$ cat src/rtl/rfve_pkg.sv
// shared types and constants of the variable-element ring fifo
// no dependencies
package rfve_pkg;

  localparam int OP_W       = 2;
  localparam int STATUS_W   = 2;
  localparam int VALUE_W    = 32;
  localparam int CFG_IDX_W  = 2;
  localparam int CFG_DATA_W = 11;
  localparam int BYTES_W    = 11;
  localparam int ELEM_W     = 3;

  localparam logic [OP_W-1:0] OP_PUT   = 2'd0;
  localparam logic [OP_W-1:0] OP_GET   = 2'd1;
  localparam logic [OP_W-1:0] OP_FLUSH = 2'd2;

  localparam logic [STATUS_W-1:0] ST_OK     = 2'd0;
  localparam logic [STATUS_W-1:0] ST_BADCFG = 2'd1;
  localparam logic [STATUS_W-1:0] ST_EMPTY  = 2'd2;
  localparam logic [STATUS_W-1:0] ST_FULL   = 2'd3;

  localparam logic [CFG_IDX_W-1:0] REG_BUFFER_BYTES  = 2'd0;
  localparam logic [CFG_IDX_W-1:0] REG_ELEMENT_BYTES = 2'd1;

  localparam logic [BYTES_W-1:0] BYTES_RST = 11'd1024;
  localparam logic [ELEM_W-1:0]  ELEM_RST  = 3'd1;

  typedef struct packed {
    logic              bad;
    logic              clear;
    logic [ELEM_W-1:0] elem_bytes;
  } cfg_stat_t;

endpackage

$ cat src/rtl/rfve_cfg.sv
// configuration registers and geometry check of the ring fifo
// depends on rfve_pkg
module rfve_cfg #(
  parameter int STORE_BYTES       = 1024,
  parameter int MAX_ELEMENT_BYTES = 4
) (
  input  logic                            clk_i,
  input  logic                            rst_ni,
  input  logic                            wr_en_i,
  input  logic [rfve_pkg::CFG_IDX_W-1:0]  wr_index_i,
  input  logic [rfve_pkg::CFG_DATA_W-1:0] wr_data_i,
  output rfve_pkg::cfg_stat_t             stat_o,
  output logic [$clog2(STORE_BYTES):0]    bytes_eff_o
);
  import rfve_pkg::*;

  localparam int AW = $clog2(STORE_BYTES);
  localparam int BW = (AW + 1 > BYTES_W) ? AW + 1 : BYTES_W;
  localparam int SW = AW + 2;

  logic [BYTES_W-1:0] bytes_q, bytes_d;
  logic [ELEM_W-1:0]  elem_q, elem_d;
  logic [BW-1:0]      bytes_ext;
  logic [SW-1:0]      two_elem;

  always_comb begin
    bytes_d = bytes_q;
    elem_d  = elem_q;
    if (wr_en_i && wr_index_i == REG_BUFFER_BYTES) begin
      bytes_d = wr_data_i[BYTES_W-1:0];
    end
    if (wr_en_i && wr_index_i == REG_ELEMENT_BYTES) begin
      elem_d = wr_data_i[ELEM_W-1:0];
    end
  end

  always_ff @(posedge clk_i or negedge rst_ni) begin
    if (!rst_ni) begin
      bytes_q <= BYTES_RST;
      elem_q  <= ELEM_RST;
    end else begin
      bytes_q <= bytes_d;
      elem_q  <= elem_d;
    end
  end

  // oversized store clamps to the physical size
  assign bytes_ext   = BW'(bytes_q);
  assign bytes_eff_o = (bytes_ext > BW'(STORE_BYTES)) ? (AW + 1)'(STORE_BYTES)
                                                      : (AW + 1)'(bytes_ext);
  assign two_elem    = SW'(elem_q) << 1;

  assign stat_o.elem_bytes = elem_q;
  assign stat_o.bad        = (elem_q == '0) || (32'(elem_q) > 32'(MAX_ELEMENT_BYTES))
                             || (two_elem > SW'(bytes_eff_o));
  assign stat_o.clear      = wr_en_i && (wr_index_i == REG_BUFFER_BYTES ||
                                         wr_index_i == REG_ELEMENT_BYTES);

endmodule

$ cat config.mk
export PLATFORM = sky130hd
export DESIGN_NAME = rfve_cfg
export DESIGN_NICKNAME = d
export VERILOG_FILES = /design/src/rtl/rfve_pkg.sv /design/src/rtl/rfve_cfg.sv
export SDC_FILE = /design/constraint.sdc
export NUM_CORES = 1
export LEC_CHECK = 0
export ABC_AREA = 1
export BUFFER_PORTS_ARGS = -buffer_cell sky130_fd_sc_hd__buf_2
export CORE_MARGIN = 3
export CORE_UTILIZATION = 45
export DETAILED_ROUTE_END_ITERATION = 6
export PLACE_DENSITY = 0.87
export RECOVER_POWER = 25
export SYNTH_ARGS = -nofsm -noshare
export SYNTH_HDL_FRONTEND = slang
export SYNTH_SLANG_ARGS = --single-unit
$ cat constraint.sdc
create_clock -name clk_i -period 1.84 [get_ports clk_i]
set_input_delay 0.092 -clock clk_i [delete_from_list [all_inputs] [get_ports clk_i]]
set_output_delay 0.092 -clock clk_i [all_outputs]
set_load 0.03 [all_outputs]
---- Word-level counts from Yosys, hierarchy flattened ----
Index checks and enable logic that the tools add are counted.
word-level totals
  register bits ........................... 14
  latch bits .............................. 0
  RAM bits ................................ 0
  ROM bits ................................ 0
  input bits .............................. 16
  output and inout port bits .............. 16
  logic and storage cells ................. 15
  memories kept ........................... 0
cells by class
  add/sub/neg operators ................... 0
  multiply operators ...................... 0
  divide/modulo/power cells ............... 0
  magnitude comparators ................... 3
  equality and inequality tests ........... 1
  shift operators ......................... 0
  mux-type cells .......................... 1
  bitwise gates (word level) .............. 0
  reductions and logical operators ........ 8
operators by type and width
  kind                    number
  $gt A11 B11 Y1 const B  1
  $gt A4 B11 Y1           1
  $mux W11                1
  $gt A3 B3 Y1 const B    1
  $logic_and A1 B1 Y1     3
  $logic_not A3 Y1        1
  $logic_or A1 B1 Y1      3
  $eq A2 B1 Y1 const B    1
  $logic_not A2 Y1        1

---- Logic depth before layout (Yosys ltp) ----
Gate-level depths: netlist (run 1).
  depth in word-level cells ............... 4
  depth in mapped cells ................... 10
  gate-level depth less buffers ........... 10

---- Worst setup path before layout (run 1) ----
No wires, ideal clock.
  kind .................................... register -> output
  start ................................... reg bytes_q[0] (netlist: bytes_ext[0])
  end ..................................... out stat_o[4] in the netlist's numbering
  arrival ................................. 1.706 ns
  required time ........................... 1.748 ns
  setup slack ............................. 0.042 ns
  cell stages (with the launch flop) ...... 11
  buffers on the path ..................... 0
  cells stage by stage .................... dfrtp_1 -> nor2_1 -> nand3_2 -> o21bai_4 -> nand2_1 -> ha_1 -> a21o_1 -> a21oi_1 -> nand2_1 -> nand3_1 -> nand2_1
RTL lines
  what                    line            text
  start, declared         rfve_cfg.sv:21  logic [BYTES_W-1:0] bytes_q, bytes_d;
  start signal, assigned  rfve_cfg.sv:42  bytes_q <= bytes_d;
  end, declared           rfve_cfg.sv:12  output rfve_pkg::cfg_stat_t stat_o,

==> results.md, run 1 <==
- Max-slew violation count: 0
- Via count: 829
- Crit Path Class: flop to primary output
- Reg2Reg Setup Slack: 0.96 ns
- Flip-flop and latch area: 352.8 um^2
- Worst skew pair latency: 0.28 ns
- Flops & latches, synth: 14
- Core Region: 1559 um^2
- Reported max-cap violation count: 0
- Die width: 47.42 um
- Period minus WS final: 2.336 ns
- Clock buffer count from CTS: 3
- Yosys top cell area share: 38.90%
- Sequential fraction of the synthesis area: 45.71%
- Pre-CTS worst setup slack: -0.07662 ns
- Power Total: 1.108 mW
- WP data required: 1.75 ns
- Internal power: 661.1 uW
- Combinational power share: 47.2%
- Pwr/cell area: 970.1 nW/um^2
- IO Pins: 32
- Die height: 47.42 um
- Worst-path fanout max: 5
- GRT Overall Usage: 19.84%
- Yosys warns: 0
- EDFF count, synth: 0
- Critical path arrival: 2.24 ns
- Hold Crit Class: primary input to flop
- Port bufs: 31
- CTS tree: yes
- Post-synth top area cell: dfrtp_1
- Total Nets Final: 166
- Peak Freq: 0.4281 GHz
- Row Count: 14
- H-tree Lvls: 1
- Status: finished with violations
- Clock Pin Slew Worst Setup and Hold Paths: 0.08 ns
- Switching pwr: 447.1 uW
- Sink Count: 14
- Actual slew at the worst max-slew pin: 0.7868 ns
- Ratio of cells with drive above 1 in the final layout: 43.45%
- Final wirelength: 2.326 mm
- Final worst setup slack: -0.4959 ns
- Post-synth design cell area: 772.0 um^2
- Antenna Nets Post-Route: 0
- Net Sw Frac: 40.34%
- Synth-to-Final Area Change: 47.97%
- Main flop type after synthesis: dfrtp_1
- Antenna diodes: 0
- # fillers: 102
- CP Capture Type: primary output
- First-pass GRT wire length: 3.077 mm
- GPL Wtd Cong: 0.8120
- Fin. Hold Viols: 0
- Top post-synthesis cells by area: dfrtp_1 (39%), nor2_1 (9.2%), inv_1 (8.3%), nand2_1 (7.3%), dfstp_2 (6.8%)
- Maximum vdd drop: 0.5254 mV
- Grt total ovfl: 0
- Via/cell ratio: 5.149
- Count of different cell masters after synthesis: 21
- Initial antenna violation count: 0
- Area of the multi-input gates: 391.6 um^2
- Worst hold stages: 2
- Fin cells: 161
- Wire per inst: 14.45 um
- Syn Inst Count: 99
- Flop pwr share: 36.9%
- Final setup vio count: 2
- Mapped Avg Cell Area: 7.798 um^2
- Vias in the first global route: 700
- Placed cells: 152
- P_leak: 0.6396 nW
- First drt pass iteration count: 4
- Clock Path Buffers: 2
- Post-route clock period utilization: 127.0%
- Post-DP HPWL: 1.433 mm
- CP Launch Type: flop
- Clock root cell: clkbuf_4
- Skew final: 0 ns
- Reg2Reg Depth: 2
- Die area: 2249 um^2
- Initial Util: 49.52%
- Post-synthesis net count: 118
- Clock share of power: 15.9%
- Failing checks: setup timing
- Largest net degree at the start of global routing: 22
- DR DRC count: 0
- Slew Limit Headroom: 47.55%
- RSZ-0062 raised after global routing: yes
- Post-synth ARST share: 100.0%
- DR iter-0 viols: 30
-- synthesized netlist by cell type, drive strengths merged (2+ instances only) --
cell type / count
dfstp: 2
o21ai: 6
nand2: 16
dfrtp: 12
nand3: 3
clkbuf: 2
nor2: 21
inv: 17
ha: 3
a21oi: 9
-- sequential cells by signal, indices dropped and copies added, names as in the netlist --
register and flops:
bytes_ext 11, elem_q 3
-- final timing paths --
check	to	start
max reg2reg	bytes_ext[3]	bytes_ext[3]
max	stat_o[4]	bytes_ext[4]
max in group asynchronous	elem_q[2]	rst_ni
min	bytes_ext[3]	wr_data_i[3]
min in group asynchronous	bytes_ext[5]	rst_ni
min reg2reg	elem_q[0]	elem_q[0]
-- cell type report --
cell class	count	area share [%]
Timing Repair Buffer	46	25.52
Clock buffer	3	1.972
Tap cell	16	1.752
Inverter	17	5.586
Multi-Input combinational cell	65	34.28
Sequential cell	14	30.89
-- stage by stage --
stage / utilization (%) / hold WS (ns) / area, um^2 / TNS, ns
after CTS: 70.87 / 0.04117 / 1105 / -0.3996
after floorplan: - / -0.2036 / 772.0 / 0
after detailed placement: 64.29 / 0.001749 / 1002 / -0.07662
after global routing: 73.27 / 0.04859 / 1142 / -0.9353
final: 73.27 / 0.03801 / 1142 / -0.6309
after global placement: 64.29 / -0.006438 / 1002 / 0
-- worst max-delay path, stage by stage, from the launching register on --
cell,delay [ns]
dfrtp_1,0.43
nor2_4,0.17
nand3_2,0.12
o21bai_4,0.21
nand2_2,0.11
ha_4,0.23
a21o_1,0.18
a21oi_2,0.13
nand2_1,0.08
nand3_1,0.08
nand2_1,0.08
buf_6,0.14
-- logic make-up after synthesis --
family	count (synthesis)	synth area share, %
adder cells (fa/ha/maj)	3	4.863
flip-flops	14	45.71
multiplexers	1	1.459
AO/OA/AOI/OAI	17	13.13
AND/OR/NAND/NOR	43	23.83
XOR/XNOR	1	1.135
buffers and inverters	20	9.886
-- layer usage --
layer | routed length [um] | track usage [%]
met1 | 887 | 23.35
met2 | 1280 | 36.10
met3 | 72 | 1.128
met4 | 85 | 9.945
met5 | 0 | 0
-- power groups by stage --
stage	Combinational [mW]	Sequential [mW]	Clock [mW]
finish	0.523	0.409	0.177
global route	0.566	0.415	0.185
CTS	0.480	0.402	0.174
detailed placement	0.424	0.406	0
global placement	0.409	0.403	0
floorplan	0.247	0.424	0
-- timing repair --
action / CTS / global route
endpoints found under the hold margin: 14 / 0
hold buffers: 1 / 0
endpoints found under the setup margin: 1 / 8
pin swaps: 6 / 6
resized for setup: 10 / 11
buffers inserted: 4 / 1
-- placed cells by master, fill, tap and decap left out --
master and instances:
and3_4 1, ha_1 1, dlygate4sd3_1 1, nand2_2 5, nand4_1 1, nor2_2 1, o21bai_4 1, clkbuf_1 1
nand3_2 1, a21oi_2 1, inv_1 17, nand3_1 2, clkbuf_4 3, nor2_1 19, buf_2 24, o21ai_0 6
mux2_2 1, a21o_1 1, buf_6 2, dfstp_2 2, a21oi_1 8, nor2_4 1, xnor2_1 1, nand2_1 11
ha_4 2, nor3_1 1, dfrtp_1 12, buf_4 18
(Power assumes the default switching activity.)
==> run 2, diff against run 1 <==
- CTS_CLUSTER_DIAMETER: unset -> 50
- PLACE_DENSITY: 0.87 -> 0.77
==> results.md, run 2 (synthesis gave the netlist of run 1 again) <==
- Status: finished with violations
- Failing checks: setup timing
- Maximum vdd drop: 0.6230 mV (+19%)
- Slew Limit Headroom: 47.10% (-0.45 points)
- Critical path arrival: 2.14 ns (-0.10 ns)
- Clock buffer count from CTS: 3 (unchanged)
- P_leak: 0.6722 nW (+5.1%)
- Clock Pin Slew Worst Setup and Hold Paths: 0.09 ns (about the same)
- Peak Freq: 0.4481 GHz (+4.7%)
- Synth-to-Final Area Change: 56.08%
- CP Launch Type: flop
- CTS tree: yes
- Hold Crit Class: primary input to flop
- Die area: 2249 um^2 (unchanged)
- Initial Util: 49.52% (unchanged)
- Antenna diodes: 0 (unchanged)
- Final worst setup slack: -0.3915 ns (+0.1044 ns)
- Final setup vio count: 6 (+4)
- Final wirelength: 2.463 mm (+5.9%)
- Via count: 848 (+2.3%)
- Actual slew at the worst max-slew pin: 0.7935 ns (+0.006724 ns)
- First-pass GRT wire length: 3.408 mm (+11%)
- Port bufs: 31 (unchanged)
- Die height: 47.42 um (unchanged)
- Fin. Hold Viols: 0 (unchanged)
- # fillers: 108 (+5.9%)
- WP data required: 1.75 ns (about the same)
- Commonest non-fill, non-tap cell in the layout: buf_2
- Worst-path fanout max: 5 (unchanged)
- GRT Overall Usage: 22.77% (+2.9 points)
- Worst hold stages: 2 (unchanged)
- DR iter-0 viols: 26 (-13%)
- Reg2Reg Depth: 2 (unchanged)
- First drt pass iteration count: 4 (unchanged)
- Total Nets Final: 170 (+2.4%)
- Most frequent cells in the layout: buf_2 (24), buf_4 (21), nor2_1 (17), inv_1 (17)
- Via/cell ratio: 5.108 (-0.79%)
- Crit Path Class: flop to primary output
- GPL Wtd Cong: 0.7630 (-6.0%)
- IO Pins: 32 (unchanged)
- RSZ-0062 raised after global routing: yes
- DR DRC count: 0 (unchanged)
- Fin util: 77.29% (+4.0 points)
- Largest net degree at the start of global routing: 22 (unchanged)
- Vias in the first global route: 780 (+11%)
- Clock root cell: clkbuf_4
- Post-DP HPWL: 1.412 mm (-1.5%)
- Clock Path Buffers: 2 (unchanged)
- Skew final: 0 ns (unchanged)
- Ratio of cells with drive above 1 in the final layout: 46.00% (+2.6 points)
- Pwr/cell area: 990.3 nW/um^2 (+2.1%)
- Post-route clock period utilization: 121.3% (-5.7 points)
- Worst skew pair latency: 0.29 ns (about the same)
- Max-slew violation count: 0 (unchanged)
- Core Region: 1559 um^2 (unchanged)
- Power Total: 1.193 mW (+7.7%)
- Row Count: 14 (unchanged)
- Antenna Nets Post-Route: 0 (unchanged)
- H-tree Lvls: 1 (unchanged)
- Period minus WS final: 2.231 ns (-0.1044 ns)
- Wire per inst: 14.84 um (+2.7%)
- CP Capture Type: primary output
- Max FFs per register: 11 (unchanged)
- Reported max-cap violation count: 0 (unchanged)
- Sink Count: 14 (unchanged)
- Setup TNS: -0.8070 ns (-0.1760 ns)
- Grt total ovfl: 0 (unchanged)
- Initial antenna violation count: 0 (unchanged)
- Die width: 47.42 um (unchanged)
[run 2: per-stage QoR]
| step | hold slack, ns | cell area, um^2 | instances | setup WS, ns |
|---|---|---|---|---|
| 2_1_floorplan | -0.2036 | 772.0 | 99 | 0.04184 |
| 3_3_place_gp | -0.003454 | 994.7 | 151 | -0.02186 |
| 3_5_place_dp | 0.004289 | 994.7 | 151 | -0.1423 |
| 4_1_cts | 0.03185 | 1154 | 165 | -0.3584 |
| 5_1_grt | 0.03863 | 1205 | 166 | -0.4938 |
| 6_report | 0.02441 | 1205 | 166 | -0.3915 |
[run 2: final cells by class]
| class | instances | area [um^2] | area share (%) |
|---|---|---|---|
| timing repair buffer | 50 | 325.3 | 27.00 |
| inverter | 17 | 63.81 | 5.296 |
| clock buffer | 4 | 36.28 | 3.011 |
| sequential | 14 | 352.8 | 29.28 |
| multi-input combinational | 65 | 406.6 | 33.75 |
| tap | 16 | 20.02 | 1.661 |
[run 2: worst paths after layout]
| path | to | startpoint | slack (ns) |
|---|---|---|---|
| max | stat_o[4] | bytes_ext[4] | -0.39 |
| min | bytes_ext[3] | wr_data_i[3] | 0.02 |
| max reg2reg | bytes_ext[3] | bytes_ext[3] | 0.96 |
| min reg2reg | elem_q[0] | elem_q[0] | 0.52 |
| max in group asynchronous | elem_q[1] | rst_ni | 0.96 |
| min in group asynchronous | bytes_ext[9] | rst_ni | 0.39 |
[run 2: per-layer routing]
metal	wire length, um	global-route usage, %	vias to the layer above
met5	0	0	-
met4	61	13.81	0
met1	917	26.53	396
met2	1356	37.97	38
met3	127	4.887	6
li1	-	-	408
[run 2: timing repair]
item                                    in CTS  in global routing
cloned                                       0                  0
hold endpoints to repair                    14                  0
setup buffers                                9                  1
resized for setup                            8                 18
pin swaps                                    7                  7
endpoints found under the setup margin       1                  8
hold buffers                                 1                  0
[run 2: report_power, final]
group	switching (mW)	internal, mW
clock	0.111	0.121
sequential	0.0530	0.363
combinational	0.307	0.239
total	0.471	0.722
[run 2: worst max-delay path: stages (launching register included)]
cell,delay [ns]
dfrtp_1,0.42
nor2_4,0.18
nand3_4,0.11
o21bai_4,0.20
nand2_2,0.11
ha_4,0.23
a21o_1,0.16
a21oi_2,0.12
nand2_1,0.07
nand3_1,0.06
nand2_1,0.06
buf_6,0.14
==> run 3, diff against run 2 <==
- CAP_MARGIN: unset -> 20
- clock period: 1.84 -> 2.6 ns (I/O delays scaled with it)
==> results.md, run 3 (synthesis gave the netlist of run 1 again) <==
- Sink Count: 14 (unchanged)
- Die area: 2249 um^2 (unchanged)
- CP Launch Type: flop
- Wire per inst: 11.78 um (-21%)
- CTS tree: yes
- Max-slew violation count: 0 (unchanged)
- Via/cell ratio: 5.020 (-1.7%)
- Actual slew at the worst max-slew pin: 0.7740 ns (-0.01948 ns)
- Flip-flop and latch area: 352.8 um^2 (unchanged)
- Initial Util: 49.52% (unchanged)
- Clock buffer count from CTS: 3 (unchanged)
- Clock Path Buffers: 2 (unchanged)
- IO Pins: 32 (unchanged)
- Crit Path Class: flop to primary output
- First-pass GRT wire length: 2.808 mm (-18%)
- Fin. Hold Viols: 0 (unchanged)
- Setup bufs post-CTS: 0 (-9)
- Initial antenna violation count: 0 (unchanged)
- Via count: 738 (-13%)
- Hold Crit Class: primary input to flop
- Total Nets Final: 152 (-11%)
- Grt total ovfl: 0 (unchanged)
- GPL Wtd Cong: 0.8309 (+8.9%)
- Reg2Reg Depth: 2 (unchanged)
- DR DRC count: 0 (unchanged)
- Most frequent cells in the layout: buf_2 (30), nor2_1 (19), inv_1 (17)
- Antenna diodes: 0 (unchanged)
- Hold_buf cts: 1 (unchanged)
- WHS: 0.07988 ns (+0.05548 ns)
- Skew final: 0 ns (unchanged)
- Final wirelength: 1.731 mm (-30%)
- Die width: 47.42 um (unchanged)
- Ratio of cells with drive above 1 in the final layout: 31.30% (-15 points)
- Setup TNS: 0 ns (+0.8070 ns)
- Clock root cell: clkbuf_4
- Slew Limit Headroom: 48.40% (+1.3 points)
- Maximum vdd drop: 0.4265 mV (-32%)
- Core Region: 1559 um^2 (unchanged)
- # fillers: 134 (+24%)
- Die height: 47.42 um (unchanged)
- DR iter-0 viols: 13 (-50%)
- P_leak: 0.5652 nW (-16%)
- PostCTS Resize Cnt: 0 (-8)
- Clock Pin Slew Worst Setup and Hold Paths: 0.08 ns (about the same)
- Reported max-cap violation count: 0 (unchanged)
- Status: complete, no violations
- Final setup vio count: 0 (-6)
- Port bufs: 31 (unchanged)
- WP data required: 2.47 ns (+0.72 ns)
- H-tree Lvls: 1 (unchanged)
- Worst skew pair latency: 0.27 ns (-0.02 ns)
- Peak Freq: 0.4295 GHz
- Row Count: 14 (unchanged)
- Power Total: 670.7 uW (-44%)
- Vias in the first global route: 723 (-7.3%)
- Post-DP HPWL: 1.423 mm (+0.73%)
- Post-route clock period utilization: 89.55%
- Worst-path fanout max: 6 (+1)
- Synth-to-Final Area Change: 25.12%
- Worst hold stages: 2 (unchanged)
- Period minus WS final: 2.328 ns
- Pwr/cell area: 694.4 nW/um^2 (-30%)
- Antenna Nets Post-Route: 0 (unchanged)
- Critical path arrival: 2.20 ns (+0.06 ns)
- GRT Overall Usage: 17.74% (-5.0 points)
- Largest net degree at the start of global routing: 22 (unchanged)
- Area of the multi-input gates: 342.8 um^2 (-16%)
- Commonest non-fill, non-tap cell in the layout: buf_2
- First drt pass iteration count: 4 (unchanged)
- RSZ-0062 raised after global routing: no
- Max FFs per register: 11 (unchanged)
- CP Capture Type: primary output
-- run 3: cell types whose count changed in the layout (fill, tap and decap cells not counted), sizes merged --
cell and delta:
buf -18, clkbuf -1
-- run 3: final timing paths --
check | startpoint | to | slack [ns]
worst min register to register | elem_q[0] | elem_q[0] | 0.51
min in group asynchronous | rst_ni | bytes_ext[3] | 0.43
worst max-delay path | bytes_ext[0] | stat_o[4] | 0.27
worst min-delay path | wr_data_i[3] | bytes_ext[3] | 0.08
worst max register to register | bytes_ext[10] | bytes_ext[10] | 1.76
max in group asynchronous | rst_ni | bytes_ext[6] | 1.68
-- run 3: through the flow --
step	area (um^2)	setup WS [ns]	std cells	utilization (%)
3_3_place_gp	934.6	0.6704	143	59.95
6_report	965.9	0.2718	147	61.96
3_5_place_dp	934.6	0.5600	143	59.95
2_1_floorplan	772.0	0.7638	99	-
4_1_cts	967.2	0.2477	147	62.04
5_1_grt	965.9	0.09896	147	61.96
-- run 3: power by group --
group | switching [mW] | leakage [nW] | total [mW] | internal [mW]
Clock | 0.0658 | 0.0138 | 0.119 | 0.0536
Sequential | 0.0318 | 0.160 | 0.288 | 0.257
Combinational | 0.174 | 0.392 | 0.263 | 0.0885
Total | 0.272 | 0.565 | 0.671 | 0.399
-- run 3: worst max-delay path: stages, from the launching register on --
cell      delay [ns]
dfrtp_1         0.41
nor2_1          0.15
nand3_2         0.11
o21bai_4        0.19
nand2_1         0.11
ha_1            0.30
a21o_1          0.18
a21oi_1         0.12
nand2_1         0.07
nand3_1         0.06
nand2_1         0.04
buf_2           0.17
-- run 3: metal layers --
metal	part of all wire [%]	global-route usage (%)
met1	44	22.64
met2	50	28.34
met3	4.9	2.256
met4	1.2	11.05
met5	0	0
-- run 3: final cells by class --
type | instances | share of cell area, %
Clock buffer | 3 | 2.332
Multi-Input combinational cell | 65 | 35.49
Inverter | 17 | 6.606
Sequential cell | 14 | 36.53
Timing Repair Buffer | 32 | 16.97
Tap cell | 16 | 2.073
